==> src/hw/rtl/scs_pkg.sv <==
package scs_pkg;

  localparam int NUM_MOTORS = 5;
  localparam int MOTOR_W    = 3;
  localparam int COILS      = 4;
  localparam int DRIVE_W    = NUM_MOTORS * COILS;

  localparam int STEPS_W = 16;
  localparam int TIMER_W = 20;
  localparam int CHAR_W  = 8;
  localparam int CFG_W   = 20;

  localparam logic [STEPS_W-1:0] FORWARD_STEPS_RST = 16'd573;
  localparam logic [STEPS_W-1:0] BACK_STEPS_RST    = 16'd409;
  localparam logic [STEPS_W-1:0] STEP_PERIOD_RST   = 16'd1953;
  localparam logic [TIMER_W-1:0] PAUSE_TICKS_RST   = 20'd20000;

  // Full-step phase sequence, first entry is the start of every move
  localparam logic [3:0] PHASE_TAB [4] = '{4'b1100, 4'b0110, 4'b0011, 4'b1001};

  // Command letters in motor order: r, l, f, b, d
  localparam logic [CHAR_W-1:0] LETTER_TAB [5] = '{8'h72, 8'h6C, 8'h66, 8'h62, 8'h64};

  localparam logic [CHAR_W-1:0] CHAR_UPPER_A = 8'h41;
  localparam logic [CHAR_W-1:0] CHAR_UPPER_Z = 8'h5A;
  localparam logic [CHAR_W-1:0] CHAR_CASE_BIT = 8'h20;

  typedef enum logic [1:0] {
    ST_IDLE  = 2'd0,
    ST_FWD   = 2'd1,
    ST_PAUSE = 2'd2,
    ST_BACK  = 2'd3
  } seq_stage_t;

  typedef enum logic {
    OP_CMD  = 1'b0,
    OP_TICK = 1'b1
  } op_t;

  typedef enum logic [1:0] {
    ACK_NONE = 2'd0,
    ACK_GOOD = 2'd1,
    ACK_BAD  = 2'd2,
    ACK_BUSY = 2'd3
  } ack_t;

  typedef enum logic [1:0] {
    REG_FORWARD_STEPS = 2'd0,
    REG_BACK_STEPS    = 2'd1,
    REG_STEP_PERIOD   = 2'd2,
    REG_PAUSE_TICKS   = 2'd3
  } cfg_reg_t;

  typedef struct packed {
    op_t               operation;
    logic [CHAR_W-1:0] char_code;
  } cmd_item_t;

  typedef struct packed {
    logic [DRIVE_W-1:0] coil_drive;
    ack_t               ack;
    logic               busy_res;
  } res_item_t;

  // Coil j takes pattern bit 3-j, or bit j when the move runs reversed
  function automatic logic [3:0] coil_word(input logic [1:0] phase, input logic rev);
    logic [3:0] pat;
    logic [3:0] w;
    pat = PHASE_TAB[phase];
    for (int j = 0; j < COILS; j++) begin
      w[j] = rev ? pat[j] : pat[COILS-1-j];
    end
    return w;
  endfunction

endpackage

==> src/hw/rtl/stepper_command_sequencer.sv <==
// Command sequencer for up to five four-coil unipolar steppers in full-step mode. Each input
// item is either a command byte or one timer tick. A letter r, l, f, b or d selects a motor
// (upper case reverses direction) and starts a sequence: forward_steps steps in that direction,
// each phase pattern held for step_period ticks (0 behaves as 1), then pause_ticks ticks with the
// coils off, then back_steps steps the other way, then coils off and idle. Zero-length stages are
// skipped within the same item. A command that arrives while a sequence runs is answered with
// the busy code and changes nothing; an unknown byte is answered with the bad-letter code. Every
// item yields exactly one result item carrying the coil word, the command answer and the busy
// flag after that item. Timing: one item is taken per cycle while cmd_stall is low; its result is
// registered in the result register, or in the skid register if that one is stalled; the whole
// update is one pass of logic from the state registers to the output stage. A two-entry output
// stage (result register plus skid register) lets the block take one more item after res_stall
// goes high; cmd_stall rises only when both entries hold results. Configuration writes are taken
// every cycle (cfg_ready is always high) and must be made while no sequence runs.
module stepper_command_sequencer (
  input  logic                      clk,
  input  logic                      rst,
  input  logic                      cmd_valid,
  output logic                      cmd_stall,
  input  scs_pkg::cmd_item_t        cmd_item,
  output logic                      res_valid,
  input  logic                      res_stall,
  output scs_pkg::res_item_t        res_item,
  input  logic                      cfg_valid,
  output logic                      cfg_ready,
  input  scs_pkg::cfg_reg_t         cfg_index,
  input  logic [scs_pkg::CFG_W-1:0] cfg_data
);
  import scs_pkg::*;

  // Configuration registers
  logic [STEPS_W-1:0] forward_steps;
  logic [STEPS_W-1:0] back_steps;
  logic [STEPS_W-1:0] step_period;
  logic [TIMER_W-1:0] pause_ticks;

  // Sequencer state
  seq_stage_t         seq_stage, seq_stage_next;
  logic [MOTOR_W-1:0] motor_sel, motor_sel_next;
  logic               move_reverse, move_reverse_next;
  logic [STEPS_W-1:0] step_count, step_count_next;
  logic [TIMER_W-1:0] wait_timer, wait_timer_next;
  logic [3:0]         coil_pattern, coil_pattern_next;
  ack_t               ack_next;

  // Output stage: result register plus skid entry
  logic      skid_valid;
  res_item_t skid_item;
  res_item_t res_next;

  logic cmd_acc;
  logic res_taken;

  // Next-state helpers
  logic               enter;
  seq_stage_t         enter_stage;
  seq_stage_t         land_stage;
  logic [TIMER_W-1:0] period_ticks;
  logic [TIMER_W-1:0] tick_left;
  logic [STEPS_W-1:0] step_inc;
  logic [STEPS_W-1:0] step_limit;
  logic               is_upper;
  logic [CHAR_W-1:0]  lc_char;
  logic               matched;
  logic [MOTOR_W-1:0] match_sel;

  assign cfg_ready = 1'b1;
  assign cmd_stall = skid_valid;
  assign cmd_acc   = cmd_valid && !cmd_stall;
  assign res_taken = res_valid && !res_stall;

  // A zero step period still holds each pattern for one tick
  assign period_ticks = (step_period == '0) ? TIMER_W'(1) : TIMER_W'(step_period);

  // Configuration writes
  always_ff @(posedge clk) begin
    if (rst) begin
      forward_steps <= FORWARD_STEPS_RST;
      back_steps    <= BACK_STEPS_RST;
      step_period   <= STEP_PERIOD_RST;
      pause_ticks   <= PAUSE_TICKS_RST;
    end else if (cfg_valid && cfg_ready) begin
      case (cfg_index)
        REG_FORWARD_STEPS: forward_steps <= cfg_data[STEPS_W-1:0];
        REG_BACK_STEPS:    back_steps    <= cfg_data[STEPS_W-1:0];
        REG_STEP_PERIOD:   step_period   <= cfg_data[STEPS_W-1:0];
        REG_PAUSE_TICKS:   pause_ticks   <= cfg_data[TIMER_W-1:0];
        default: ;
      endcase
    end
  end

  // Next state for one item
  always_comb begin
    seq_stage_next    = seq_stage;
    motor_sel_next    = motor_sel;
    move_reverse_next = move_reverse;
    step_count_next   = step_count;
    wait_timer_next   = wait_timer;
    coil_pattern_next = coil_pattern;
    ack_next          = ACK_NONE;
    enter             = 1'b0;
    enter_stage       = ST_IDLE;
    land_stage        = ST_IDLE;

    tick_left  = (wait_timer != '0) ? wait_timer - TIMER_W'(1) : '0;
    step_inc   = step_count + STEPS_W'(1);
    step_limit = (seq_stage == ST_FWD) ? forward_steps : back_steps;

    // Fold upper case onto lower case and look the letter up
    is_upper  = (cmd_item.char_code >= CHAR_UPPER_A) && (cmd_item.char_code <= CHAR_UPPER_Z);
    lc_char   = is_upper ? (cmd_item.char_code | CHAR_CASE_BIT) : cmd_item.char_code;
    matched   = 1'b0;
    match_sel = '0;
    for (int m = 0; m < NUM_MOTORS; m++) begin
      if (!matched && lc_char == LETTER_TAB[m]) begin
        matched   = 1'b1;
        match_sel = MOTOR_W'(m);
      end
    end

    if (cmd_item.operation == OP_TICK) begin
      if (seq_stage != ST_IDLE) begin
        wait_timer_next = tick_left;
        if (tick_left == '0) begin
          if (seq_stage == ST_PAUSE) begin
            enter       = 1'b1;
            enter_stage = ST_BACK;
          end else if (step_inc == '0 || step_inc >= step_limit) begin
            // Move done: forward goes on to the pause, return ends the sequence
            enter       = 1'b1;
            enter_stage = (seq_stage == ST_FWD) ? ST_PAUSE : ST_IDLE;
          end else begin
            step_count_next   = step_inc;
            wait_timer_next   = period_ticks;
            coil_pattern_next = coil_word(step_inc[1:0],
                                          (seq_stage == ST_BACK) ? !move_reverse : move_reverse);
          end
        end
      end
    end else begin
      if (seq_stage != ST_IDLE) begin
        ack_next = ACK_BUSY;
      end else if (matched) begin
        ack_next          = ACK_GOOD;
        motor_sel_next    = match_sel;
        move_reverse_next = is_upper;
        enter             = 1'b1;
        enter_stage       = ST_FWD;
      end else begin
        ack_next = ACK_BAD;
      end
    end

    // Stage entry: skip stages of zero length in order
    if (enter) begin
      land_stage = enter_stage;
      if (land_stage == ST_FWD && forward_steps == '0) begin
        land_stage = ST_PAUSE;
      end
      if (land_stage == ST_PAUSE && pause_ticks == '0) begin
        land_stage = ST_BACK;
      end
      if (land_stage == ST_BACK && back_steps == '0) begin
        land_stage = ST_IDLE;
      end
      seq_stage_next    = land_stage;
      step_count_next   = '0;
      wait_timer_next   = '0;
      coil_pattern_next = '0;
      case (land_stage)
        ST_FWD: begin
          wait_timer_next   = period_ticks;
          coil_pattern_next = coil_word(2'd0, move_reverse_next);
        end
        ST_BACK: begin
          wait_timer_next   = period_ticks;
          coil_pattern_next = coil_word(2'd0, !move_reverse_next);
        end
        ST_PAUSE: begin
          wait_timer_next = pause_ticks;
        end
        default: ;
      endcase
    end
  end

  // Result item from the state after this item
  always_comb begin
    res_next.coil_drive = '0;
    if (seq_stage_next == ST_FWD || seq_stage_next == ST_BACK) begin
      for (int m = 0; m < NUM_MOTORS; m++) begin
        if (motor_sel_next == MOTOR_W'(m)) begin
          res_next.coil_drive[COILS*m +: COILS] = coil_pattern_next;
        end
      end
    end
    res_next.ack      = ack_next;
    res_next.busy_res = (seq_stage_next != ST_IDLE);
  end

  // Sequencer state: advance only on an accepted item
  always_ff @(posedge clk) begin
    if (rst) begin
      seq_stage    <= ST_IDLE;
      motor_sel    <= '0;
      move_reverse <= 1'b0;
      step_count   <= '0;
      wait_timer   <= '0;
      coil_pattern <= '0;
    end else if (cmd_acc) begin
      seq_stage    <= seq_stage_next;
      motor_sel    <= motor_sel_next;
      move_reverse <= move_reverse_next;
      step_count   <= step_count_next;
      wait_timer   <= wait_timer_next;
      coil_pattern <= coil_pattern_next;
    end
  end

  // Output stage control: refill from skid first, park a new result in skid when stalled
  always_ff @(posedge clk) begin
    if (rst) begin
      res_valid  <= 1'b0;
      skid_valid <= 1'b0;
    end else begin
      if (res_taken) begin
        if (skid_valid) begin
          skid_valid <= 1'b0;
        end else begin
          res_valid <= cmd_acc;
        end
      end else if (!res_valid) begin
        res_valid <= cmd_acc;
      end else if (cmd_acc) begin
        skid_valid <= 1'b1;
      end
    end
  end

  always_ff @(posedge clk) begin
    if (res_taken) begin
      if (skid_valid) begin
        res_item <= skid_item;
      end else if (cmd_acc) begin
        res_item <= res_next;
      end
    end else if (!res_valid) begin
      if (cmd_acc) begin
        res_item <= res_next;
      end
    end else if (cmd_acc) begin
      skid_item <= res_next;
    end
  end

  // The skid entry is only used behind a full result register
  a_skid_behind_res: assert property (@(posedge clk) disable iff (rst)
    skid_valid |-> res_valid)
    else $error("skid entry holds a result while the result register is empty");

  // Coils are off whenever no move runs
  a_coils_off: assert property (@(posedge clk) disable iff (rst)
    (seq_stage == ST_IDLE || seq_stage == ST_PAUSE) |-> (coil_pattern == '0))
    else $error("coil pattern set outside a move");

  // A running stage always has ticks left to count
  a_timer_live: assert property (@(posedge clk) disable iff (rst)
    (seq_stage != ST_IDLE) |-> (wait_timer != '0))
    else $error("running stage with an expired timer");

  // A command taken while busy leaves the sequence untouched
  a_busy_cmd_ignored: assert property (@(posedge clk) disable iff (rst)
    (cmd_acc && cmd_item.operation == OP_CMD && seq_stage != ST_IDLE) |=>
      (seq_stage == $past(seq_stage) && motor_sel == $past(motor_sel) &&
       wait_timer == $past(wait_timer) && step_count == $past(step_count)))
    else $error("command taken while busy changed the sequence");

endmodule

==> config.mk <==
export PLATFORM = sky130hd
export DESIGN_NAME = stepper_command_sequencer
export DESIGN_NICKNAME = d
export VERILOG_FILES = /design/src/hw/rtl/scs_pkg.sv /design/src/hw/rtl/stepper_command_sequencer.sv
export SDC_FILE = /design/constraint.sdc
export NUM_CORES = 1
export LEC_CHECK = 0
export BUFFER_PORTS_ARGS = -buffer_cell sky130_fd_sc_hd__buf_2
export CAP_MARGIN = 30
export CORE_MARGIN = 3
export CORE_UTILIZATION = 66
export CTS_BUF_LIST = sky130_fd_sc_hd__clkbuf_16
export CTS_CLUSTER_SIZE = 24
export DETAILED_ROUTE_END_ITERATION = 7
export GPL_TIMING_DRIVEN = 0
export HOLD_SLACK_MARGIN = 0.15
export PLACE_DENSITY = 0.86
export SYNTH_ARGS = -nofsm -noshare
export SYNTH_HDL_FRONTEND = slang
export SYNTH_SLANG_ARGS = --single-unit
==> constraint.sdc <==
create_clock -name clk -period 12 [get_ports clk]
set_input_delay 1.2 -clock clk [delete_from_list [all_inputs] [get_ports clk]]
set_output_delay 1.2 -clock clk [all_outputs]
set_load 0.005 [all_outputs]
==> results.sh, run 1 <==
export IMPL_status="finished clean"
export IMPL_syn_inst=1120
export IMPL_grt_max_degree=23
export IMPL_p_int_uw=969
export IMPL_grt_pass1_vias=8711
export IMPL_port_buffers=57
export IMPL_synth_area_um2=9310
export IMPL_combPwrFrac_pct=19.7
export IMPL_hold_class="flip-flop to flip-flop"
export IMPL_synth_edf_count=46
export IMPL_total_power_uw=1420
export IMPL_hpwl_um=19900
export IMPL_finalSetupViolations=0
export IMPL_hold_buffers=0
export IMPL_p_sw_share_pct=31.7
export IMPL_synth_most_common_cell="nand2_1"
export IMPL_ys_top_cells_by_area="dfxtp_1, edfxtp_1, nand2_1"
export IMPL_wl_per_cell_um=20.1
export IMPL_yosys_warnings=0
export IMPL_ant_nets=0
export IMPL_synth_top_cell_area_share_pct=24.9
export IMPL_rows=42
export IMPL_clockRootBuffer="clkbuf_16"
export IMPL_dieArea_um2=15600
export IMPL_vias_per_cell=6.88
export IMPL_cap_violations=0
export IMPL_clkPwrFrac_pct=37.1
export IMPL_relSlewSlack_pct=17.1
export IMPL_critPathRequiredTime_ps=12150
export IMPL_path_class="flip-flop to flip-flop"
export IMPL_clockBufferDepth=2
export IMPL_arrival_ps=5570
export IMPL_routabilityCongestion=1.01
export IMPL_rrSetupSlack_ps=6590
export IMPL_synthMuxAreaShare_pct=2.18
export IMPL_die_w_um=125
export IMPL_clock_sinks=162
export IMPL_synthAdderAreaFrac_pct=2.55
export IMPL_p_switching_uw=450
export IMPL_ctsHtreeMaxLevel=4
export IMPL_grt_overflow=0
export IMPL_start_kind="flip-flop"
export IMPL_path_max_fanout=10
export IMPL_synth_fp_nets=1175
export IMPL_ir_worst_vdd_v=0.000107
export IMPL_io_pins=62
export IMPL_worstMarginPinSlew_ps=1240
export IMPL_hold_violations=0
export IMPL_reg2reg_depth=14
export IMPL_p_per_area_nw_per_um2=136
export IMPL_postCtsSetupRepairBufs=0
export IMPL_fp_dieH_um=125
export IMPL_drc=0
export IMPL_holdPathStages=2
export IMPL_ys_seq_elements=162
export IMPL_start_util_pct=69.0
export IMPL_synthSimpleGateAreaFrac_pct=26.3
export IMPL_ys_flop_type="dfxtp_1"
export IMPL_drt_pass1_iter_count=8
export IMPL_numCtsBuffers=17
export IMPL_finalCriticalPeriod_ps=5410
export IMPL_yosys_top_cells_count="nand2_1, dfxtp_1, a21oi_1"
export IMPL_diodes=0
export IMPL_synth_distinct_cells=88
export IMPL_drv_slew=0
export IMPL_core_um2=13500
export IMPL_finalCritPeriodShare_pct=45.1
export IMPL_setup_tns_ps=0
export IMPL_seqPwrFrac_pct=43.2
export IMPL_synthXorXnorAreaFrac_pct=3.01
export IMPL_vias=9546
export IMPL_clock_latency_ps=440
export IMPL_fillers=982
export IMPL_synthArstFlopShare_pct=0
export IMPL_post_cts_resized=0
export IMPL_final_nets=1254
export IMPL_synth_top_family_by_area="simple AND/OR/NAND/NOR gates"
export IMPL_cts_tree="yes"
export IMPL_antenna_found_initial=0
export IMPL_drive_gt1_share_pct=12.5
export IMPL_clock_skew_ps=10.6
export IMPL_reg2reg_from="seq_stage[0]"
export IMPL_p_leak_uw=0.00379
export IMPL_fmax_mhz=185
export IMPL_worst_hold_startpoint="step_count[15]"
export IMPL_wirelength_um=28000
export IMPL_r2r_end="res_item[0]"
export IMPL_grt_pass1_wl_um=45000
export IMPL_synth_area_leader_cell="dfxtp_1"
export IMPL_syn_area_per_cell_um2=8.31
export IMPL_grt_setup_unrepaired="false"
export IMPL_clk_pin_slew_ps=70
export IMPL_initialDrtViolationCount=1680
export IMPL_grt_use_total_pct=35.2
export IMPL_min_to="step_count[15]"
export IMPL_synth_seq_area_share_pct=39.8
export IMPL_cp_end_kind="flip-flop"
export IMPL_synth_compound_area_share_pct=21.7
export IMPL_area_growth_synth_to_final_pct=12.0
[metal layers]
metal	GRT usage, %	vias to the layer above	part of all wire (%)
met2	55.5	704	46
met3	5.66	122	10
met5	0	-	0
li1	-	4306	-
met1	47.0	4414	40
met4	17.4	0	4.5
[cell families (layout without fill, tap and decap cells)]
family	Yosys count	after routing
other	1	1
AO/OA/AOI/OAI	299	299
adder cells (fa/ha/maj)	19	19
XOR/XNOR	32	32
multiplexers	20	20
buffers and inverters	97	189
flip-flops	162	162
AND/OR/NAND/NOR	490	490
[worst max-delay path, stage by stage, from the launching register on]
cell and delay, ps:
dfxtp_1 310, clkbuf_1 310, inv_1 140, nor2_1 600, clkbuf_1 570, mux2i_1 200, ha_1 340, nand4_1 120
or4_1 560, o21ai_0 510, o211ai_1 170, mux2i_1 270, buf_2 260, a211oi_1 580, a31oi_1 180
[power by group through the flow]
stage               logic (uW)  registers [uW]  clock network (uW)
CTS                        271             612                 525
floorplan                  184             619                   0
finish                     280             613                 526
detailed placement         266             624                   0
global route               301             616                 544
global placement           258             623                   0
[flip-flops by register name, indices dropped and copies added, names as in the netlist, 16 cells and up]
register       flops
skid_item         23
back_steps        16
res_item          23
pause_ticks       20
forward_steps     16
step_count        16
step_period       16
wait_timer        20
[worst max-delay path by stage]
stage	to	depth (start not counted)	start	slack [ps]
finish	res_item[0]	14	seq_stage[0]	6590
global placement	res_item[0]	14	seq_stage[0]	6850
detailed placement	res_item[0]	14	seq_stage[0]	6770
CTS	res_item[0]	14	seq_stage[0]	6750
global route	res_item[0]	14	seq_stage[0]	6380
floorplan	res_item[14]	15	seq_stage[0]	7760
[area by class of cell]
type / count / area (um^2) / area share, %
clock buffers: 17 / 425 / 4.08
repair buffers: 60 / 333 / 3.19
plain buffers: 85 / 375 / 3.60
well taps: 176 / 220 / 2.11
clock inverters: 15 / 138 / 1.32
inverters: 12 / 45.0 / 0.432
multi-input cells: 861 / 5190 / 49.8
flip-flops and latches: 162 / 3700 / 35.5
[placed cells by master, fill, tap and decap left out, types with 9 or more instances in the layout]
cell type,count
a211oi_1,17
a21oi_1,91
a221oi_1,9
a31oi_1,15
buf_2,78
clkbuf_1,56
clkbuf_16,17
dfxtp_1,116
edfxtp_1,46
ha_1,19
inv_1,12
mux2i_1,18
nand2_1,207
nand2b_1,11
nand3_1,37
nand3b_1,29
nand4_1,13
nor2_1,80
nor3_1,24
nor4_1,26
o21ai_0,37
o22a_1,10
o22ai_1,21
o31ai_1,22
xnor2_1,16
xor2_1,16
[metrics by stage]
| step | utilization [%] | setup slack [ps] | cells | hold slack (ps) | cell area, um^2 |
|---|---|---|---|---|---|
| 4_1_cts | 77.2 | 6750 | 1388 | 466 | 10400 |
| 5_1_grt | 77.2 | 6380 | 1388 | 497 | 10400 |
| 2_1_floorplan | - | 7760 | 1120 | 443 | 9310 |
| 3_3_place_gp | 72.7 | 6850 | 1353 | 453 | 9820 |
| 6_report | 77.2 | 6590 | 1388 | 464 | 10400 |
| 3_5_place_dp | 73.1 | 6770 | 1356 | 458 | 9870 |
Power figures use the tool's default switching activity.
==> run 2: changes to the inputs <==
--- a/config.mk
+++ b/config.mk
@@ -8,13 +8,13 @@
 export BUFFER_PORTS_ARGS = -buffer_cell sky130_fd_sc_hd__buf_2
 export CAP_MARGIN = 30
 export CORE_MARGIN = 3
-export CORE_UTILIZATION = 66
+export CORE_UTILIZATION = 61
 export CTS_BUF_LIST = sky130_fd_sc_hd__clkbuf_16
 export CTS_CLUSTER_SIZE = 24
 export DETAILED_ROUTE_END_ITERATION = 7
 export GPL_TIMING_DRIVEN = 0
 export HOLD_SLACK_MARGIN = 0.15
-export PLACE_DENSITY = 0.86
+export PLACE_DENSITY = 0.8
 export SYNTH_ARGS = -nofsm -noshare
 export SYNTH_HDL_FRONTEND = slang
 export SYNTH_SLANG_ARGS = --single-unit
==> constraint.sdc (replaced) <==
create_clock -name clk -period 5.1 [get_ports clk]
set_input_delay 0.51 -clock clk [delete_from_list [all_inputs] [get_ports clk]]
set_output_delay 0.51 -clock clk [all_outputs]
set_load 0.005 [all_outputs]
==> results.sh, run 2 (synthesized netlist as in run 1, its figures left out) <==
export IMPL_vias=9256
export IMPL_grt_overflow=0
export IMPL_ctsHtreeMaxLevel=4
export IMPL_antenna_found_initial=0
export IMPL_port_buffers=57
export IMPL_reg2reg_depth=16
export IMPL_clkPwrFrac_pct=37.2
export IMPL_clockBufferDepth=2
export IMPL_routabilityCongestion=0.943
export IMPL_crit_top_cell="a21o_1"
export IMPL_path_max_fanout=10
export IMPL_clock_skew_ps=8.84
export IMPL_clock_latency_ps=430
export IMPL_final_nets=1253
export IMPL_drive_gt1_share_pct=12.7
export IMPL_drt_pass1_iter_count=6
export IMPL_p_leak_uw=0.00380
export IMPL_slowest_stage="nor3_1"
export IMPL_reg2reg_from="seq_stage[0]"
export IMPL_cts_tree="yes"
export IMPL_path_cells="clkbuf_1, inv_1, nor2_2, clkbuf_2, mux2i_1, ha_1, a21o_1, a21o_1, a211oi_1, o211a_1, o21a_1, a211oi_4, buf_4, nor3_1, a221o_1, a31oi_1"
export IMPL_hold_class="input port to flip-flop"
export IMPL_ant_nets=0
export IMPL_p_per_area_nw_per_um2=319
export IMPL_drc=0
export IMPL_hold_violations=0
export IMPL_drv_slew=0
export IMPL_fp_dieH_um=130
export IMPL_dieArea_um2=16800
export IMPL_initialDrtViolationCount=1188
export IMPL_combPwrFrac_pct=19.6
export IMPL_wl_per_cell_um=20.1
export IMPL_area_growth_synth_to_final_pct=12.1
export IMPL_finalSetupViolations=0
export IMPL_cp_end_kind="flip-flop"
export IMPL_p_sw_share_pct=31.1
export IMPL_fmax_mhz=206
export IMPL_finalCritPeriodShare_pct=95.2
export IMPL_die_w_um=130
export IMPL_grt_use_total_pct=33.3
export IMPL_io_pins=62
export IMPL_grt_max_degree=19
export IMPL_rrSetupSlack_ps=250
export IMPL_path_class="flip-flop to flip-flop"
export IMPL_largestRegisters="res_item x23, skid_item x23"
export IMPL_clock_sinks=162
export IMPL_status="finished clean"
export IMPL_arrival_ps=5130
export IMPL_finalCriticalPeriod_ps=4850
export IMPL_start_util_pct=63.1
export IMPL_r2r_end="wait_timer[9]"
export IMPL_p_int_uw=2300
export IMPL_layout_common_cells="nand2_1, dfxtp_1, a21oi_1"
export IMPL_holdPathStages=3
export IMPL_numCtsBuffers=17
export IMPL_core_um2=14800
export IMPL_clockRootBuffer="clkbuf_16"
export IMPL_grt_pass1_wl_um=44200
export IMPL_slowest_delay_ps=770
export IMPL_diodes=0
export IMPL_fin_hold_ws_ps=313
export IMPL_min_to="pause_ticks[18]"
export IMPL_p_switching_uw=1040
export IMPL_critPathRequiredTime_ps=5370
export IMPL_vias_per_cell=6.64
export IMPL_ir_worst_vdd_v=0.000246
export IMPL_clk_pin_slew_ps=70
export IMPL_start_kind="flip-flop"
export IMPL_grt_pass1_vias=8458
export IMPL_seqPwrFrac_pct=43.3
export IMPL_grt_setup_unrepaired="true"
export IMPL_rows=44
export IMPL_worstMarginPinSlew_ps=1100
export IMPL_hpwl_um=20200
export IMPL_mostFrequentLayoutCell="nand2_1"
export IMPL_setup_tns_ps=0
export IMPL_relSlewSlack_pct=26.4
export IMPL_wirelength_um=28000
export IMPL_worst_hold_startpoint="cfg_data[18]"
export IMPL_cap_violations=0
## run 2: cell types whose count changed in the layout (fill, tap and decap cells not counted), moves of 2 or more
| cell | previous run | this run |
|---|---|---|
| clkbuf_1 | 56 | 54 |
| clkinvlp_4 | 3 | 1 |
| inv_4 | 0 | 2 |
| nor2_1 | 80 | 78 |
| nor2_2 | 2 | 4 |
## run 2: cell type report
type	instances	area, um^2
fillers	1236	4320
multi-input cells	861	5200
plain buffers	84	373
well taps	184	230
flip-flops and latches	162	3700
inverters	12	45.0
clock inverters	15	131
repair buffers	60	333
clock buffers	17	425
## run 2: worst max-delay path by stage
| stage | slack, ps | from | to | depth (start not counted) |
|---|---|---|---|---|
| floorplan | 860 | seq_stage[0] | res_item[14] | 15 |
| global placement | -170 | seq_stage[0] | res_item[0] | 14 |
| detailed placement | -130 | seq_stage[0] | res_item[0] | 14 |
| CTS | 30 | seq_stage[0] | res_item[0] | 14 |
| global route | -30 | seq_stage[0] | res_item[18] | 16 |
| finish | 250 | seq_stage[0] | wait_timer[9] | 16 |
## run 2: power groups by stage
stage                     registers, uW  clock network [uW]  logic [uW]
after floorplan                    1460                   0         433
after global placement             1470                   0         621
after detailed placement           1470                   0         631
after CTS                          1440                1230         637
after global routing               1450                1290         711
final                              1440                1240         652
## run 2: per-layer routing
layer  share of wire (%)  global-route usage [%]
met5                   0                       0
met4                 3.7                    13.4
met3                 8.9                    5.52
met2                  45                    52.6
met1                  42                    45.6
## run 2: per-stage QoR
step / util (%) / setup slack [ps] / power (uW) / instances / area (um^2)
floorplan: - / 860 / 1890 / 1120 / 9310
global route: 70.7 / -30.3 / 3450 / 1395 / 10400
global placement: 66.6 / -167 / 2090 / 1361 / 9830
detailed placement: 67.0 / -133 / 2100 / 1364 / 9880
CTS: 70.7 / 26.1 / 3310 / 1396 / 10400
finish: 70.7 / 247 / 3330 / 1395 / 10400
## run 2: critical path: cells and delay by family, from the launching register on
kind,cells,cell delay (ps)
buf+inv,4,1050
fa+ha+maj,1,280
mux,1,280
compound gates,8,1590
flops,1,310
simple gates,2,1200
## run 2: repair_timing
| action | CTS | global route |
|---|---|---|
| hold buffers | 0 | 0 |
| gates resized for setup | 1 | 4 |
| setup endpoints to repair | 14 | 76 |
| setup buffers | 0 | 0 |
==> run 3: changes to the inputs <==
--- a/config.mk
+++ b/config.mk
@@ -5,13 +5,13 @@
 export SDC_FILE = /design/constraint.sdc
 export NUM_CORES = 1
 export LEC_CHECK = 0
-export BUFFER_PORTS_ARGS = -buffer_cell sky130_fd_sc_hd__buf_2
 export CAP_MARGIN = 30
-export CORE_MARGIN = 3
-export CORE_UTILIZATION = 61
+export CORE_MARGIN = 5
+export CORE_UTILIZATION = 64
 export CTS_BUF_LIST = sky130_fd_sc_hd__clkbuf_16
 export CTS_CLUSTER_SIZE = 24
 export DETAILED_ROUTE_END_ITERATION = 7
+export DONT_BUFFER_PORTS = 1
 export GPL_TIMING_DRIVEN = 0
 export HOLD_SLACK_MARGIN = 0.15
 export PLACE_DENSITY = 0.8
==> results.sh, run 3 (synthesized netlist as in run 1, its figures left out) <==
export IMPL_status="finished clean"
export IMPL_cap_violations=0
export IMPL_clkPwrFrac_pct=36.9
export IMPL_grt_max_degree=17
export IMPL_path_max_fanout=10
export IMPL_pre_cts_ws_ps=-168
export IMPL_grt_overflow=0
export IMPL_dieArea_um2=17100
export IMPL_diodes=0
export IMPL_fmax_mhz=209
export IMPL_fp_dieH_um=131
export IMPL_ant_nets=0
export IMPL_rows=44
export IMPL_clockBufferDepth=2
export IMPL_cp_end_kind="flip-flop"
export IMPL_numCtsBuffers=17
export IMPL_vias_per_cell=6.83
export IMPL_clk_pin_slew_ps=60
export IMPL_fillers=1202
export IMPL_grt_pass1_wl_um=44200
export IMPL_port_buffers=0
export IMPL_finalSetupViolations=0
export IMPL_dp_cells=1307
export IMPL_largestRegisters="res_item x23, skid_item x23"
export IMPL_hpwl_um=20300
export IMPL_p_switching_uw=1020
export IMPL_drc=0
export IMPL_finalCriticalPeriod_ps=4790
export IMPL_path_class="flip-flop to flip-flop"
export IMPL_io_pins=62
export IMPL_drv_slew=0
export IMPL_final_cells=1338
export IMPL_initialDrtViolationCount=1113
export IMPL_hold_violations=0
export IMPL_setup_tns_ps=0
export IMPL_worstMarginPinSlew_ps=1070
export IMPL_drt_pass1_iter_count=6
export IMPL_final_nets=1196
export IMPL_arrival_ps=5080
export IMPL_clock_latency_ps=440
export IMPL_p_sw_share_pct=31.4
export IMPL_drive_gt1_share_pct=8.58
export IMPL_area_growth_synth_to_final_pct=8.69
export IMPL_combPwrFrac_pct=18.4
export IMPL_hold_class="input port to flip-flop"
export IMPL_postCtsSetupRepairBufs=0
export IMPL_clock_sinks=162
export IMPL_critPathRequiredTime_ps=5390
export IMPL_start_kind="flip-flop"
export IMPL_vias=9133
export IMPL_finalCritPeriodShare_pct=94.0
export IMPL_postLayoutSetupSlackWorst_ps=306
export IMPL_grt_setup_unrepaired="false"
export IMPL_clock_skew_ps=9.18
export IMPL_p_int_uw=2220
export IMPL_seqPwrFrac_pct=44.8
export IMPL_p_per_area_nw_per_um2=320
export IMPL_core_um2=14400
export IMPL_ir_worst_vdd_v=0.000242
export IMPL_routabilityCongestion=0.960
export IMPL_clockRootBuffer="clkbuf_16"
export IMPL_wirelength_um=27800
export IMPL_cts_tree="yes"
export IMPL_relSlewSlack_pct=28.8
export IMPL_p_leak_uw=0.00355
export IMPL_fin_hold_ws_ps=194
export IMPL_wl_per_cell_um=20.8
export IMPL_grt_use_total_pct=32.8
export IMPL_antenna_found_initial=0
export IMPL_die_w_um=131
export IMPL_grt_pass1_vias=8538
export IMPL_mostFrequentLayoutCell="nand2_1"
export IMPL_ctsHtreeMaxLevel=4
export IMPL_layout_common_cells="nand2_1, dfxtp_1, a21oi_1"
export IMPL_start_util_pct=64.6
==> run 3: changes by cell type in the layout (fill, tap and decap cells not counted), sizes merged <==
cell	change
bufinv	-1
buf	-57
clkinv	+1
==> run 3: final timing paths <==
path	from	endpoint	slack, ps	depth (start not counted)
max	seq_stage[0]	wait_timer[9]	310	16
min	cfg_data[5]	step_period[5]	190	2
max reg2reg	seq_stage[0]	wait_timer[9]	310	16
min reg2reg	step_count[15]	step_count[15]	470	2
==> run 3: cell type report <==
| class | instances | area, um^2 | area share [%] |
|---|---|---|---|
| Multi-Input combinational cell | 861 | 5200 | 51.4 |
| Sequential cell | 162 | 3700 | 36.6 |
| Clock buffer | 17 | 425 | 4.20 |
| Buffer | 84 | 373 | 3.68 |
| Tap cell | 184 | 230 | 2.27 |
| Clock inverter | 15 | 109 | 1.08 |
| Inverter | 12 | 45.0 | 0.445 |
| Timing Repair Buffer | 3 | 35.0 | 0.346 |
==> run 3: through the flow <==
stage	power, uW	util, %	cell area [um^2]
4_1_cts	3220	70.1	10100
3_3_place_gp	2030	66.2	9540
3_5_place_dp	2050	66.4	9580
6_report	3240	70.2	10100
5_1_grt	3360	70.2	10100
2_1_floorplan	1890	-	9310
==> run 3: power by group through the flow <==
stage / Combinational [uW] / Sequential, uW / Clock (uW)
2_1_floorplan: 433 / 1460 / 0
3_3_place_gp: 558 / 1480 / 0
3_5_place_dp: 572 / 1480 / 0
4_1_cts: 576 / 1450 / 1190
5_1_grt: 647 / 1460 / 1260
6_report: 595 / 1450 / 1200
==> run 3: timing repair <==
action	4_1_cts	5_1_grt
endpoints found under the setup margin	4	77
gates resized for setup	1	5
hold buffers	0	0
==> run 3: worst max-delay path: stages, from the launching register on <==
cell and delay [ps]:
dfxtp_1 300, clkbuf_1 290, inv_1 150, nor2_2 410
clkbuf_2 380, mux2i_1 270, ha_1 280, a21o_1 160
a21o_1 170, a211oi_1 260, o211a_1 200, o21a_1 340
a211oi_4 140, buf_4 230, nor3_1 720, a221o_1 280
a31oi_1 50
==> run 3: layer usage <==
| metal | share of wire [%] | wire (um) | GRT usage [%] |
|---|---|---|---|
| met4 | 4.5 | 1260 | 15.7 |
| met2 | 45 | 12500 | 51.6 |
| met1 | 40 | 11100 | 43.0 |
| met5 | 0 | 0 | 0 |
| met3 | 11 | 2970 | 7.48 |
